## config.mk

```make
export PLATFORM = sky130hd
export DESIGN_NAME = ultrasonic_echo_qualifier_top
export DESIGN_NICKNAME = d
export VERILOG_FILES = /design/src/sv/ueq_pkg.sv /design/src/sv/ueq_cfg.sv /design/src/sv/ueq_eval.sv /design/src/sv/ueq_pipe.sv /design/src/sv/ultrasonic_echo_qualifier_top.sv
export SDC_FILE = /design/constraint.sdc
export NUM_CORES = 1
export LEC_CHECK = 0
export BUFFER_PORTS_ARGS = -buffer_cell sky130_fd_sc_hd__buf_4
export CAP_MARGIN = 20
export CORE_ASPECT_RATIO = 1.5
export CORE_UTILIZATION = 54
export CTS_CLUSTER_DIAMETER = 40
export DETAILED_ROUTE_END_ITERATION = 7
export HOLD_SLACK_MARGIN = 0.1
export PLACE_DENSITY_LB_ADDON = 0.12
export SYNTH_ARGS = -nofsm -noshare
export SYNTH_HDL_FRONTEND = slang
export SYNTH_SLANG_ARGS = --single-unit
```

## constraint.sdc

```tcl
create_clock -name clk -period 9.2 [get_ports clk]
set_input_delay 0.92 -clock clk [delete_from_list [all_inputs] [get_ports clk]]
set_output_delay 0.92 -clock clk [all_outputs]
set_load 0.02 [all_outputs]
```

## src/sv/ueq_pkg.sv

```systemverilog
// package: shared types, constants and register map of the echo qualifier
`default_nettype none
package ueq_pkg;

  localparam int unsigned ECHO_TIMEOUT_US = 30000;
  localparam int unsigned DIST_SCALE = 17983;
  localparam int unsigned DIST_SHIFT = 12;
  localparam int unsigned DIST_MAX = 131071;

  localparam int unsigned ECHO_W = 15;
  localparam int unsigned DIST_CFG_W = 17;
  localparam int unsigned DIST_W = 18;
  localparam int unsigned PROD_W = 30;
  localparam int unsigned CNT_W = 32;
  localparam int unsigned THR_W = 8;
  localparam int unsigned ADDR_W = 5;
  localparam int unsigned DATA_W = 32;

  localparam logic signed [DIST_W-1:0] NO_DISTANCE = -18'sd256;

  typedef enum logic [2:0] {
    ST_OK           = 3'd0,
    ST_TIMEOUT      = 3'd1,
    ST_TOO_SHORT    = 3'd2,
    ST_TOO_LONG     = 3'd3,
    ST_OUT_OF_RANGE = 3'd4,
    ST_INVALID      = 3'd5,
    ST_SENSOR_ERROR = 3'd6
  } status_t;

  typedef enum logic [2:0] {
    REG_MIN_ECHO  = 3'd0,
    REG_MAX_ECHO  = 3'd1,
    REG_MIN_DIST  = 3'd2,
    REG_MAX_DIST  = 3'd3,
    REG_ABS_THR   = 3'd4
  } reg_idx_t;

  typedef struct packed {
    logic [ECHO_W-1:0]     min_echo_time;
    logic [ECHO_W-1:0]     max_echo_time;
    logic [DIST_CFG_W-1:0] min_distance;
    logic [DIST_CFG_W-1:0] max_distance;
    logic [THR_W-1:0]      absence_threshold;
  } cfg_t;

  typedef struct packed {
    status_t                  status;
    logic signed [DIST_W-1:0] distance;
    logic                     present;
    logic                     line_ok;
    logic [ECHO_W-1:0]        echo_time;
    logic                     timeout;
    logic [THR_W-1:0]         cons_next;
  } eval_t;

endpackage
`default_nettype wire

```

## src/sv/ueq_cfg.sv

```systemverilog
// configuration registers behind the apb-style port
`default_nettype none
module ueq_cfg (
  input  wire logic                         clk,
  input  wire logic                         rst,
  input  wire logic                         psel,
  input  wire logic                         penable,
  input  wire logic                         pwrite,
  input  wire logic [ueq_pkg::ADDR_W-1:0]   paddr,
  input  wire logic [ueq_pkg::DATA_W-1:0]   pwdata,
  output logic      [ueq_pkg::DATA_W-1:0]   prdata,
  output logic                              pready,
  output ueq_pkg::cfg_t                     cfg
);

  ueq_pkg::reg_idx_t idx;
  logic              wr;

  assign idx    = ueq_pkg::reg_idx_t'(paddr[ueq_pkg::ADDR_W-1:2]);
  assign wr     = psel && penable && pwrite;
  assign pready = 1'b1;

  always_ff @(posedge clk) begin
    if (rst) begin
      cfg.min_echo_time     <= ueq_pkg::ECHO_W'(115);
      cfg.max_echo_time     <= ueq_pkg::ECHO_W'(23500);
      cfg.min_distance      <= ueq_pkg::DIST_CFG_W'(512);
      cfg.max_distance      <= ueq_pkg::DIST_CFG_W'(102400);
      cfg.absence_threshold <= ueq_pkg::THR_W'(3);
    end else if (wr) begin
      unique case (idx)
        ueq_pkg::REG_MIN_ECHO: cfg.min_echo_time <= pwdata[ueq_pkg::ECHO_W-1:0];
        ueq_pkg::REG_MAX_ECHO: cfg.max_echo_time <= pwdata[ueq_pkg::ECHO_W-1:0];
        ueq_pkg::REG_MIN_DIST: cfg.min_distance  <= pwdata[ueq_pkg::DIST_CFG_W-1:0];
        ueq_pkg::REG_MAX_DIST: cfg.max_distance  <= pwdata[ueq_pkg::DIST_CFG_W-1:0];
        ueq_pkg::REG_ABS_THR:  cfg.absence_threshold <= pwdata[ueq_pkg::THR_W-1:0];
        default: ;
      endcase
    end
  end

  always_comb begin
    prdata = '0;
    unique case (idx)
      ueq_pkg::REG_MIN_ECHO: prdata = ueq_pkg::DATA_W'(cfg.min_echo_time);
      ueq_pkg::REG_MAX_ECHO: prdata = ueq_pkg::DATA_W'(cfg.max_echo_time);
      ueq_pkg::REG_MIN_DIST: prdata = ueq_pkg::DATA_W'(cfg.min_distance);
      ueq_pkg::REG_MAX_DIST: prdata = ueq_pkg::DATA_W'(cfg.max_distance);
      ueq_pkg::REG_ABS_THR:  prdata = ueq_pkg::DATA_W'(cfg.absence_threshold);
      default:               prdata = '0;
    endcase
  end

endmodule
`default_nettype wire

```

## src/sv/ueq_eval.sv

```systemverilog
// classification of one measurement: distance scaling, limit checks, timeout run
`default_nettype none
module ueq_eval (
  input  wire logic                         stuck,
  input  wire logic [ueq_pkg::ECHO_W-1:0]   duration,
  input  wire ueq_pkg::cfg_t                cfg,
  input  wire logic [ueq_pkg::THR_W-1:0]    cons,
  output ueq_pkg::eval_t                    ev
);

  logic [ueq_pkg::ECHO_W-1:0] dur;
  logic [ueq_pkg::PROD_W-1:0] prod;
  logic [ueq_pkg::DIST_W-1:0] scaled;
  logic [ueq_pkg::THR_W-1:0]  cons_inc;
  logic                       over_limit;

  assign over_limit = {1'b0, duration} > 16'(ueq_pkg::ECHO_TIMEOUT_US);
  assign dur        = over_limit ? '0 : duration;
  assign prod       = ueq_pkg::PROD_W'(dur) * ueq_pkg::PROD_W'(ueq_pkg::DIST_SCALE);
  assign scaled     = prod[ueq_pkg::PROD_W-1:ueq_pkg::DIST_SHIFT];
  assign cons_inc   = (cons == '1) ? cons : cons + 1'b1;

  always_comb begin
    ev.status    = ueq_pkg::ST_OK;
    ev.distance  = ueq_pkg::NO_DISTANCE;
    ev.present   = 1'b1;
    ev.line_ok   = 1'b1;
    ev.echo_time = dur;
    ev.timeout   = 1'b0;
    ev.cons_next = '0;
    priority if (stuck) begin
      ev.status    = ueq_pkg::ST_SENSOR_ERROR;
      ev.line_ok   = 1'b0;
      ev.present   = 1'b0;
      ev.echo_time = '0;
      ev.cons_next = cfg.absence_threshold;
    end else if (dur == '0) begin
      ev.status    = ueq_pkg::ST_TIMEOUT;
      ev.timeout   = 1'b1;
      ev.cons_next = cons_inc;
      ev.present   = cons_inc < cfg.absence_threshold;
    end else if (dur < cfg.min_echo_time) begin
      ev.status = ueq_pkg::ST_TOO_SHORT;
    end else if (dur > cfg.max_echo_time) begin
      ev.status = ueq_pkg::ST_TOO_LONG;
    end else begin
      if (scaled < {1'b0, cfg.min_distance} || scaled > {1'b0, cfg.max_distance}) begin
        ev.status = ueq_pkg::ST_OUT_OF_RANGE;
      end
      ev.distance = (scaled > ueq_pkg::DIST_W'(ueq_pkg::DIST_MAX))
                    ? ueq_pkg::DIST_W'(ueq_pkg::DIST_MAX) : scaled;
    end
  end

endmodule
`default_nettype wire

```

## src/sv/ueq_pipe.sv

```systemverilog
// input register, running counters and result register around the evaluator
`default_nettype none
module ueq_pipe (
  input  wire logic                          clk,
  input  wire logic                          rst,
  input  wire ueq_pkg::cfg_t                 cfg,
  input  wire logic                          meas_valid,
  output logic                               meas_stall,
  input  wire logic                          echo_stuck_high,
  input  wire logic [ueq_pkg::ECHO_W-1:0]    echo_duration,
  output logic                               res_valid,
  input  wire logic                          res_stall,
  output logic [2:0]                         status,
  output logic signed [ueq_pkg::DIST_W-1:0]  distance,
  output logic                               present,
  output logic                               echo_line_ok,
  output logic [ueq_pkg::ECHO_W-1:0]         echo_time,
  output logic [ueq_pkg::CNT_W-1:0]          reads_total,
  output logic [ueq_pkg::CNT_W-1:0]          timeouts_total
);

  logic                        in_full;
  logic                        in_stuck;
  logic [ueq_pkg::ECHO_W-1:0]  in_dur;
  logic [ueq_pkg::THR_W-1:0]   cons;
  logic [ueq_pkg::CNT_W-1:0]   read_cnt;
  logic [ueq_pkg::CNT_W-1:0]   timeout_cnt;
  logic [ueq_pkg::CNT_W-1:0]   read_cnt_next;
  logic [ueq_pkg::CNT_W-1:0]   timeout_cnt_next;
  logic                        advance;
  logic                        fire;
  logic                        take;
  ueq_pkg::eval_t              ev;

  assign advance    = !res_valid || !res_stall;
  assign fire       = in_full && advance;
  assign meas_stall = in_full && !advance;
  assign take       = meas_valid && !meas_stall;

  ueq_eval u_eval (
    .stuck    (in_stuck),
    .duration (in_dur),
    .cfg      (cfg),
    .cons     (cons),
    .ev       (ev)
  );

  assign read_cnt_next    = read_cnt + 1'b1;
  assign timeout_cnt_next = timeout_cnt + ueq_pkg::CNT_W'(ev.timeout);

  // input word register
  always_ff @(posedge clk) begin
    if (rst) begin
      in_full <= 1'b0;
    end else if (take) begin
      in_full <= 1'b1;
    end else if (fire) begin
      in_full <= 1'b0;
    end
  end

  always_ff @(posedge clk) begin
    if (take) begin
      in_stuck <= echo_stuck_high;
      in_dur   <= echo_duration;
    end
  end

  // running state
  always_ff @(posedge clk) begin
    if (rst) begin
      cons        <= '0;
      read_cnt    <= '0;
      timeout_cnt <= '0;
    end else if (fire) begin
      cons        <= ev.cons_next;
      read_cnt    <= read_cnt_next;
      timeout_cnt <= timeout_cnt_next;
    end
  end

  // result word register
  always_ff @(posedge clk) begin
    if (rst) begin
      res_valid <= 1'b0;
    end else if (advance) begin
      res_valid <= in_full;
    end
  end

  always_ff @(posedge clk) begin
    if (fire) begin
      status         <= ev.status;
      distance       <= ev.distance;
      present        <= ev.present;
      echo_line_ok   <= ev.line_ok;
      echo_time      <= ev.echo_time;
      reads_total    <= read_cnt_next;
      timeouts_total <= timeout_cnt_next;
    end
  end

endmodule
`default_nettype wire

```

## src/sv/ultrasonic_echo_qualifier_top.sv

```systemverilog
// Ultrasonic echo qualifier: takes one measurement word per cycle (stuck-high
// flag and echo time in us) and returns one result word per measurement with
// status, distance in 1/256 cm, presence flag and wrapping read and timeout
// counts. An accepted word sits in the input register while the scale
// multiply and limit compares feed the result register, which takes it once
// that register is empty or not stalled. Throughput is one word per cycle; a
// stalled result holds the pipeline only once the input register is also
// full. Limits and the absence threshold sit on an apb-style port and are
// meant to be written while no word is in flight.
`default_nettype none
module ultrasonic_echo_qualifier_top (
  input  wire logic                          clk,
  input  wire logic                          rst,
  input  wire logic                          psel,
  input  wire logic                          penable,
  input  wire logic                          pwrite,
  input  wire logic [ueq_pkg::ADDR_W-1:0]    paddr,
  input  wire logic [ueq_pkg::DATA_W-1:0]    pwdata,
  output logic      [ueq_pkg::DATA_W-1:0]    prdata,
  output logic                               pready,
  input  wire logic                          meas_valid,
  output logic                               meas_stall,
  input  wire logic                          echo_stuck_high,
  input  wire logic [ueq_pkg::ECHO_W-1:0]    echo_duration,
  output logic                               res_valid,
  input  wire logic                          res_stall,
  output logic [2:0]                         status,
  output logic signed [ueq_pkg::DIST_W-1:0]  distance,
  output logic                               present,
  output logic                               echo_line_ok,
  output logic [ueq_pkg::ECHO_W-1:0]         echo_time,
  output logic [ueq_pkg::CNT_W-1:0]          reads_total,
  output logic [ueq_pkg::CNT_W-1:0]          timeouts_total
);

  ueq_pkg::cfg_t cfg;

  ueq_cfg u_cfg (
    .clk     (clk),
    .rst     (rst),
    .psel    (psel),
    .penable (penable),
    .pwrite  (pwrite),
    .paddr   (paddr),
    .pwdata  (pwdata),
    .prdata  (prdata),
    .pready  (pready),
    .cfg     (cfg)
  );

  ueq_pipe u_pipe (
    .clk             (clk),
    .rst             (rst),
    .cfg             (cfg),
    .meas_valid      (meas_valid),
    .meas_stall      (meas_stall),
    .echo_stuck_high (echo_stuck_high),
    .echo_duration   (echo_duration),
    .res_valid       (res_valid),
    .res_stall       (res_stall),
    .status          (status),
    .distance        (distance),
    .present         (present),
    .echo_line_ok    (echo_line_ok),
    .echo_time       (echo_time),
    .reads_total     (reads_total),
    .timeouts_total  (timeouts_total)
  );

endmodule
`default_nettype wire

```

Word level (Yosys, flattened, before mapping)

Cells that the tools add are included.

Register bits after elaboration: 264
Bits in latches: 0
Bits in writable memories: 0
ROM bits: 0
Bits of input ports: 60
Output and inout port bits: 137
Memories kept: 0

$add $sub $neg: 3
Multipliers: 1
Divide/modulo/power cells: 0
Magnitude comparators: 7
Equality and inequality tests: 5
Shift-type cells: 0
Multiplexer cells: 15
Bitwise logic cells: 0
Reductions and logical operators: 21

Operators by type and width:

| kind                   | count |
|---|---|
| $pmux 17 s5            | 1 |
| $add 32x1->32          | 1 |
| $add 32x1->32 const B  | 1 |
| $mul 15x15->30 const B | 1 |
| $gt 18x17->1           | 1 |
| $gt 18x17->1 const B   | 1 |
| $lt 18x17->1           | 1 |
| $mux 18                | 1 |
| $mux 16                | 1 |
| $mux 8                 | 2 |
| $gt 15x15->1           | 1 |
| $gt 15x15->1 const B   | 1 |
| $logic_not 15->1       | 1 |
| $lt 15x15->1           | 1 |
| $mux 15                | 1 |
| $mux 3                 | 4 |
| $reduce_and 2->1       | 5 |
| $mux 9                 | 1 |
| $add 8x1->8 const B    | 1 |
| $eq 8x8->1 const B     | 1 |
| $lt 8x8->1             | 1 |
| $eq 3x2->1 const B     | 2 |
| $logic_and 1x1->1      | 5 |
| $reduce_or 5->1        | 1 |
| other kinds (8)        | 15 |

Longest topological paths before layout

Gate-level depths: netlist (run 1).

Word-level depth: 9
Mapped depth: 34
Mapped depth without buffers: 34

Hierarchy

Synthesis (run 1) repeated with hierarchy kept, for this count alone.

Cell total of the unflattened synthesis: 1840
Area total of the unflattened synthesis: 18174.9 sq um

By module, submodules not included:

| module   | times used | cells each | area an instance (sq um) |
|---|---|---|---|
| ueq_pipe | 1          | 654        | 7868.8 |
| ueq_eval | 1          | 810        | 6598.8 |
| ueq_cfg  | 1          | 376        | 3707.3 |

Worst setup path after synthesis (run 1)

Ideal clock, no wire load.

Path type: flip-flop to flip-flop
From: reg u_pipe.in_dur[4] in the netlist's numbering
To: reg u_pipe.status[2], data pin
Setup time: 0.158 ns
Data arrival time: 7.510 ns
Path slack: 1.531 ns
Cell stages (with the launch flop): 32
Path buffers: 0
Clock period less this slack: 7.669 ns
Cell sequence: edfxtp_1 -> a211oi_1 -> o21ai_0 -> nand3_1 -> nand2_1 -> inv_1 -> fa_1 -> inv_1 -> fa_1 -> inv_1 -> ha_1 -> ha_1 -> fa_1 -> inv_1 -> fa_1 -> inv_1 -> ha_1 -> a21oi_1 -> o211ai_1 -> a21oi_1 -> a211oi_1 -> o41ai_1 -> o21ai_0 -> a211oi_1 -> nor2_1 -> ha_1 -> nand2_1 -> nor2_1 -> a221oi_1 -> o211ai_1 -> a211o_1 -> a32oi_1

Word-level cells in the longest chain between the ends: 9

Ends and longest elaborated chain:

| element                                      | RTL line       | text |
|---|---|---|
| start, declared                              | ueq_pipe.sv:24 | `logic [ueq_pkg::ECHO_W-1:0] in_dur;` |
| start signal, assigned                       | ueq_pipe.sv:65 | `in_dur <= echo_duration;` |
| $gt 15x15->1 (*)                             | ueq_eval.sv:17 | `assign over_limit = {1'b0, duration} > 16'(ueq_pkg::ECHO_TIMEOUT_US);` |
| $mux 15 (*)                                  | ueq_eval.sv:18 | `assign dur = over_limit ? '0 : duration;` |
| via u_pipe.u_eval.dur, one bit               | ueq_eval.sv:11 | `logic [ueq_pkg::ECHO_W-1:0] dur;` |
| $mul 15x15->30 (*)                           | ueq_eval.sv:19 | `assign prod = ueq_pkg::PROD_W'(dur) * ueq_pkg::PROD_W'(ueq_pkg::DIST_SCALE);` |
| via u_pipe.u_eval.prod, one bit              | ueq_eval.sv:12 | `logic [ueq_pkg::PROD_W-1:0] prod;` |
| $lt 18x17->1 or $gt 18x17->1 (tied branches) | ueq_eval.sv:47 | `if (scaled < {1'b0, cfg.min_distance} \|\| scaled > {1'b0, cfg.max_distance}) begin` |
| $logic_or 1x1->1 (*)                         | ueq_eval.sv:47 |  |
| $mux 3 (*)                                   | ueq_eval.sv:47 |  |
| $mux 3 (*)                                   | ueq_eval.sv:44 | `end else if (dur > cfg.max_echo_time) begin` |
| $mux 3 (*)                                   | ueq_eval.sv:42 | `end else if (dur < cfg.min_echo_time) begin` |
| $mux 3 (*)                                   | ueq_eval.sv:37 | `end else if (dur == '0) begin` |
| end signal, assigned                         | ueq_pipe.sv:93 | `status <= ev.status;` |
| end, declared                                | ueq_pipe.sv:13 | `output logic [2:0] status,` |

Mark *: on every way through the listed nets, which the timed path passes. The rest lies on a longest branch.
A chain may end at the register's enable or synchronous reset.

Final worst setup path (run 1)

From: reg u_pipe.in_dur[10] in the netlist's numbering
To: reg u_pipe.status[2], data pin

Same word-level chain as after synthesis.

==> impl_metrics.json, run 1 <==
{
  "status": "finished clean",
  "grt_setup_unrepaired": "no",
  "cpMostUsedCell": "inv_1",
  "cp-end-kind": "flip-flop",
  "path_clk_slew_ns": 0.06,
  "fillers": 2595,
  "place_congestion": 0.916,
  "r2r_start": "u_pipe.in_dur[10]",
  "fmax_ghz": 0.116,
  "crit_fanout": 7,
  "min_path_cells": 2,
  "cts_tree": "built",
  "detail_route.wl_per_cell_um": 17.2,
  "ys_seq_elements": 264,
  "final_common_cell": "inv_1",
  "mostFrequentLayoutCells": "inv_1 (225), nand2_1 (199), ha_1 (193)",
  "grt_util_all_layers_pct": 25.4,
  "drtIter0Drc": 554,
  "route.met2.wl_um": 21800,
  "final_max_slew_viol_count": 0,
  "peakVddDrop_uv": 577,
  "via_count": 12962,
  "synthesis.area_per_instance_um2": 9.52,
  "cp-start-kind": "flip-flop",
  "cts_buffers": 31,
  "antenna_found_initial": 0,
  "top_layer_used": "met4",
  "switching_share_pct": 44.7,
  "floorplan.rows": 79,
  "grt_pass1_wl_um": 65000,
  "cts-resized-gates": 0,
  "portBuffers": 163,
  "route.final.wire_length_um": 41000,
  "ys_types": 71,
  "cts_sinks": 264,
  "io_pins": 197,
  "chipWidth_um": 147,
  "timing.slew.headroom_pct": 30.4,
  "hp-class": "flip-flop to flip-flop",
  "coreArea_mm2": 0.0311,
  "criticalPathCategory": "flip-flop to flip-flop",
  "drc_errors": 0,
  "grt_max_degree": 102,
  "dieArea_mm2": 0.0325,
  "setup_viol": 0,
  "seqPwrFrac_pct": 19.1,
  "wl_met1_um": 15500,
  "viasPerCell": 5.45,
  "htreeDepth": 1,
  "syn_inst": 1801,
  "clockBufferDepth": 3,
  "min_period_ns": 8.62,
  "met3_wirelength_um": 1900,
  "finalSetupTns_ns": 0,
  "ant_nets": 0,
  "clkPwrFrac_pct": 18.3,
  "synth_flop_cell": "dfxtp_1",
  "grt_overflow": 0,
  "rr_worst_depth": 32,
  "final-hold-violation-count": 0,
  "p_comb_share_pct": 62.6,
  "startpoint": "u_pipe.in_dur[10]",
  "period_share_pct": 93.7,
  "fin_nets": 2268,
  "synthArstFlopShare_pct": 0,
  "drive_gt1_share_pct": 13.6,
  "root_buffer": "clkbuf_16",
  "crit_path_max_incr_delay_ns": 0.66,
  "synth-edff-count": 118,
  "arrival_ns": 9.01,
  "p_sw_w": 0.00311,
  "grt_pass1_vias": 12828,
  "worst_pin_slew_ns": 1.04,
  "area_delta_synth_final_pct": 15.7,
  "cp.required_ns": 9.59,
  "diodes": 0,
  "setup_slack_ns": 0.582,
  "fin_worst_skew_ns": 0.0155,
  "synth_seq_area_share_pct": 37.7,
  "p_int_w": 0.00386,
  "clk-insertion-delay-late_ns": 0.57,
  "ys_warn_count": 0,
  "min-delay-start": "u_pipe.timeout_cnt[0]",
  "first_pass_iters": 5,
  "die_h_um": 220,
  "cp_slowest_cell": "fa_1",
  "cts_hold_buf": 0,
  "post-place-ws_ns": 0.460,
  "initial_utilization_pct": 55.1,
  "max-cap-violations": 0,
  "dpl.hpwl_um": 31000,
  "post-cts-setup-buffers": 0,
  "power_density_mw_per_mm2": 352,
  "netlist_area_mm2": 0.0171,
  "p_leak_nw": 8.63
}
kinds of logic (layout without fill, tap and decap cells):
kind of cell,count (synthesis),after routing,share of synthesized area [%]
AND/OR/NAND/NOR,546,546,14.7
buffers and inverters,310,467,7.23
flip-flops,264,264,37.7
adder cells (fa/ha/maj),260,260,21.9
AO/OA/AOI/OAI,257,257,9.32
XOR/XNOR,129,129,6.59
multiplexers,33,33,2.45
other,2,16,0.0438
power groups by stage:
stage / Clock (W) / Sequential (W) / Combinational [W]
6_report: 0.00127 / 0.00133 / 0.00437
5_1_grt: 0.00134 / 0.00133 / 0.00499
4_1_cts: 0.00130 / 0.00133 / 0.00435
3_5_place_dp: 0 / 0.00135 / 0.00428
3_3_place_gp: 0 / 0.00135 / 0.00417
2_1_floorplan: 0 / 0.00141 / 0.00308
cell usage after synthesis, types with 3 or more instances:
| cell type | instances | area (um2) |
|---|---|---|
| a21oi_1 | 122 | 611 |
| a221oi_1 | 8 | 70.1 |
| nor2b_1 | 14 | 87.6 |
| nand2_1 | 199 | 747 |
| o211ai_1 | 6 | 45.0 |
| nor3_1 | 30 | 150 |
| mux4_2 | 7 | 158 |
| a211oi_1 | 7 | 52.6 |
| o21ai_0 | 32 | 160 |
| and3_1 | 14 | 87.6 |
| edfxtp_1 | 118 | 3540 |
| buf_2 | 8 | 40.0 |
| buf_4 | 16 | 120 |
| o21a_1 | 6 | 45.0 |
| inv_1 | 226 | 848 |
| dfxtp_1 | 146 | 2920 |
| buf_1 | 6 | 22.5 |
| fa_1 | 67 | 1340 |
| nand3_1 | 42 | 210 |
| and4_1 | 5 | 43.8 |
| o22ai_1 | 9 | 56.3 |
| nand2b_1 | 9 | 56.3 |
| or2_2 | 4 | 25.0 |
| mux2i_1 | 24 | 240 |
| xor2_1 | 66 | 578 |
| and2_1 | 5 | 31.3 |
| or3_1 | 17 | 106 |
| nor2_1 | 160 | 601 |
| a21boi_0 | 3 | 22.5 |
| ha_1 | 193 | 2410 |
| nand4_1 | 28 | 175 |
| xnor2_1 | 63 | 552 |
| a21o_1 | 19 | 143 |
| a211o_1 | 23 | 201 |
| clkbuf_1 | 50 | 188 |
final cells by class:
class | count | area (um2) | area share [%]
Clock buffer | 33 | 793 | 4.00
Clock inverter | 24 | 290 | 1.46
Timing Repair Buffer | 183 | 1390 | 7.03
Multi-Input combinational cell | 1241 | 9520 | 48.0
Tap cell | 405 | 507 | 2.56
Sequential cell | 264 | 6470 | 32.6
Inverter | 227 | 857 | 4.32
per-stage QoR:
stage | utilization, % | std cells | power, W | hold slack [ns] | instance area [um2]
after floorplan | - | 1815 | 0.00449 | 0.441 | 17200
after global placement | 60.1 | 2319 | 0.00552 | 0.447 | 18700
after detailed placement | 60.1 | 2319 | 0.00563 | 0.463 | 18700
after CTS | 63.5 | 2376 | 0.00698 | 0.473 | 19800
after global routing | 63.7 | 2377 | 0.00767 | 0.493 | 19800
final | 63.7 | 2377 | 0.00697 | 0.470 | 19800
path summary, 6_finish.rpt:
| kind | slack (ns) | end |
|---|---|---|
| setup / recovery | 0.58 | u_pipe.status[2] |
| setup reg to reg | 0.58 | u_pipe.status[2] |
| hold / removal | 0.47 | u_pipe.timeout_cnt[0] |
| hold reg to reg | 0.47 | u_pipe.timeout_cnt[0] |
routing by layer:
| metal | up-vias | GRT usage [%] |
|---|---|---|
| met5 | - | 0 |
| met4 | 0 | 11.8 |
| met3 | 97 | 2.62 |
| met2 | 329 | 47.6 |
| met1 | 6196 | 28.9 |
| li1 | 6340 | - |
critical path: cells and delay by family (launching register included):
kind / cells / cell delay (ns)
fa+ha+maj: 8 / 3.51
compound gates: 13 / 2.95
simple gates: 4 / 0.75
buf+inv: 7 / 0.84
flops: 1 / 0.38
registers in the layout (all words and copies together), names as in the netlist, 3 cells and up:
register / flops
u_pipe.timeouts_total: 32
u_pipe.timeout_cnt: 32
u_pipe.in_dur: 15
u_pipe.cons: 8
u_cfg.cfg: 72
u_pipe.echo_time: 15
u_pipe.status: 3
u_pipe.read_cnt: 32
u_pipe.reads_total: 32
u_pipe.distance: 18
No activity file was read; power rests on OpenSTA's default activity.
==> run 2, diff against run 1 <==
==> constraint.sdc (replaced) <==
create_clock -name clk -period 11.2 [get_ports clk]
set_input_delay 1.12 -clock clk [delete_from_list [all_inputs] [get_ports clk]]
set_output_delay 1.12 -clock clk [all_outputs]
set_load 0.02 [all_outputs]
==> impl_metrics.json, run 2 (same netlist as run 1, synthesis figures left out) <==
{
  "final-hold-violation-count": 0,
  "peakVddDrop_uv": 429,
  "grt.met1_usage_pct": 29.4,
  "path_clk_slew_ns": 0.06,
  "fin_worst_skew_ns": 0.0144,
  "regToRegSetupSlack_ns": 1.78,
  "cp_top_family": "compound AO/OA/AOI/OAI gates",
  "chipWidth_um": 147,
  "portBuffers": 163,
  "period_share_pct": 84.1,
  "crit_path_end": "u_pipe.status[2]",
  "area_delta_synth_final_pct": 14.8,
  "grt_setup_unrepaired": "no",
  "crit_fanout": 8,
  "startpoint": "u_pipe.in_dur[7]",
  "dpl.hpwl_um": 31400,
  "crit_buf_inv": 5,
  "diodes": 0,
  "cts_buffers": 31,
  "grt_overflow": 0,
  "place_congestion": 0.897,
  "power_density_mw_per_mm2": 288,
  "grt_pass1_wl_um": 66000,
  "post-place-cells": 2310,
  "coreArea_mm2": 0.0311,
  "status": "finished clean",
  "cpMostUsedCell": "inv_1",
  "cts_tree": "built",
  "cts-resized-gates": 0,
  "cp_slowest_cell": "o41ai_1",
  "r2r_start": "u_pipe.in_dur[7]",
  "min_period_ns": 9.42,
  "largest_reg_flops": 72,
  "fin_nets": 2258,
  "drive_gt1_share_pct": 12.8,
  "floorplan.rows": 79,
  "top_register": "u_cfg.cfg",
  "via_count": 12947,
  "p_leak_nw": 8.55,
  "grt_pass1_vias": 12998,
  "first_pass_iters": 5,
  "hp-class": "flip-flop to flip-flop",
  "timing.rr.end": "u_pipe.status[2]",
  "initial_utilization_pct": 55.1,
  "dieArea_mm2": 0.0325,
  "fillers": 2628,
  "final_max_slew_viol_count": 0,
  "root_buffer": "clkbuf_16",
  "htreeDepth": 1,
  "finalSetupTns_ns": 0,
  "viasPerCell": 5.47,
  "cts_sinks": 264,
  "ff_latch_area_mm2": 0.00647,
  "busiest_layer": "met2",
  "arrival_ns": 9.83,
  "crit_path_max_incr_delay_ns": 0.77,
  "fmax_ghz": 0.106,
  "max-cap-violations": 0,
  "multi_input_area_mm2": 0.00951,
  "criticalPathCategory": "flip-flop to flip-flop",
  "cp-end-kind": "flip-flop",
  "timing.slew.headroom_pct": 30.9,
  "fin_cells": 2366,
  "ant_nets": 0,
  "grt_max_degree": 96,
  "mostFrequentLayoutCells": "inv_1 (225), nand2_1 (199), ha_1 (193)",
  "final_common_cell": "inv_1",
  "grtUsageMet3_pct": 2.60,
  "clk-insertion-delay-late_ns": 0.57,
  "io_pins": 197,
  "post-cts-setup-buffers": 0,
  "critical_path_depth": 30,
  "clockBufferDepth": 3,
  "grt_util_met2_pct": 48.3,
  "drc_errors": 0,
  "die_h_um": 220,
  "worst_pin_slew_ns": 1.04,
  "cp.required_ns": 11.60,
  "antenna_found_initial": 0,
  "route.final.wire_length_um": 41400,
  "drtIter0Drc": 668,
  "detail_route.wl_per_cell_um": 17.5,
  "cp-start-kind": "flip-flop",
  "rr_worst_depth": 30,
  "cts_hold_buf": 0,
  "grt_util_all_layers_pct": 26.0,
  "setup_viol": 0
}
[run 2: changes by cell type in the layout (fill, tap and decap cells not counted), moves of 2 or more]
cell	previous run	this run
buf_4	182	173
inv_6	4	6
clkbuf_1	1	5
clkinv_4	8	1
[run 2: metal layers]
layer / vias to the layer above / routed length [um]
met5: - / 0
met4: 0 / 2020
met3: 111 / 1690
met2: 328 / 21900
met1: 6180 / 15800
li1: 6328 / -
[run 2: power breakdown]
part | leakage [nW] | switching [W] | internal [W]
clock network | 0.510 | 0.000424 | 0.000609
registers | 2.24 | 0.0000185 | 0.00107
logic | 5.80 | 0.00211 | 0.00144
total | 8.55 | 0.00255 | 0.00313
[run 2: worst register-to-register path: cells and delay by family, from the launching register on]
family | cells | cell delay (ns)
AND/OR/NAND/NOR | 3 | 0.81
buffers and inverters | 5 | 0.48
AO/OA/AOI/OAI | 14 | 4.03
flip-flops | 1 | 0.39
adder cells (fa/ha/maj) | 8 | 3.56
[run 2: worst min path at each step]
stage / startpoint / endpoint / slack, ns / cells past startpoint
4_1_cts: u_pipe.timeout_cnt[0] / u_pipe.timeout_cnt[0] / 0.46 / 2
5_1_grt: u_cfg.cfg[46] / u_cfg.cfg[46] / 0.49 / 2
2_1_floorplan: u_pipe.timeout_cnt[0] / u_pipe.timeout_cnt[0] / 0.44 / 2
3_5_place_dp: u_pipe.timeout_cnt[0] / u_pipe.timeout_cnt[0] / 0.45 / 2
3_3_place_gp: u_pipe.timeout_cnt[0] / u_pipe.timeout_cnt[0] / 0.45 / 2
6_report: u_pipe.timeout_cnt[0] / u_pipe.timeout_cnt[0] / 0.46 / 2
[run 2: metrics by stage]
| stage | worst slack, ns | power [W] | hold WS (ns) | instance area (um2) | util (%) |
|---|---|---|---|---|---|
| 6_report | 1.78 | 0.00568 | 0.460 | 19700 | 63.2 |
| 5_1_grt | 1.18 | 0.00626 | 0.491 | 19700 | 63.2 |
| 4_1_cts | 1.82 | 0.00568 | 0.463 | 19700 | 63.2 |
| 3_5_place_dp | 1.87 | 0.00460 | 0.455 | 18600 | 59.8 |
| 3_3_place_gp | 2.00 | 0.00449 | 0.447 | 18600 | 59.8 |
| 2_1_floorplan | 3.53 | 0.00369 | 0.441 | 17200 | - |
[run 2: final cells by class]
cell class / count / share of cell area (%)
Clock inverter: 20 / 1.28
Inverter: 227 / 4.36
Multi-Input combinational cell: 1241 / 48.3
Clock buffer: 36 / 4.04
Tap cell: 405 / 2.57
Timing Repair Buffer: 173 / 6.60
Sequential cell: 264 / 32.9
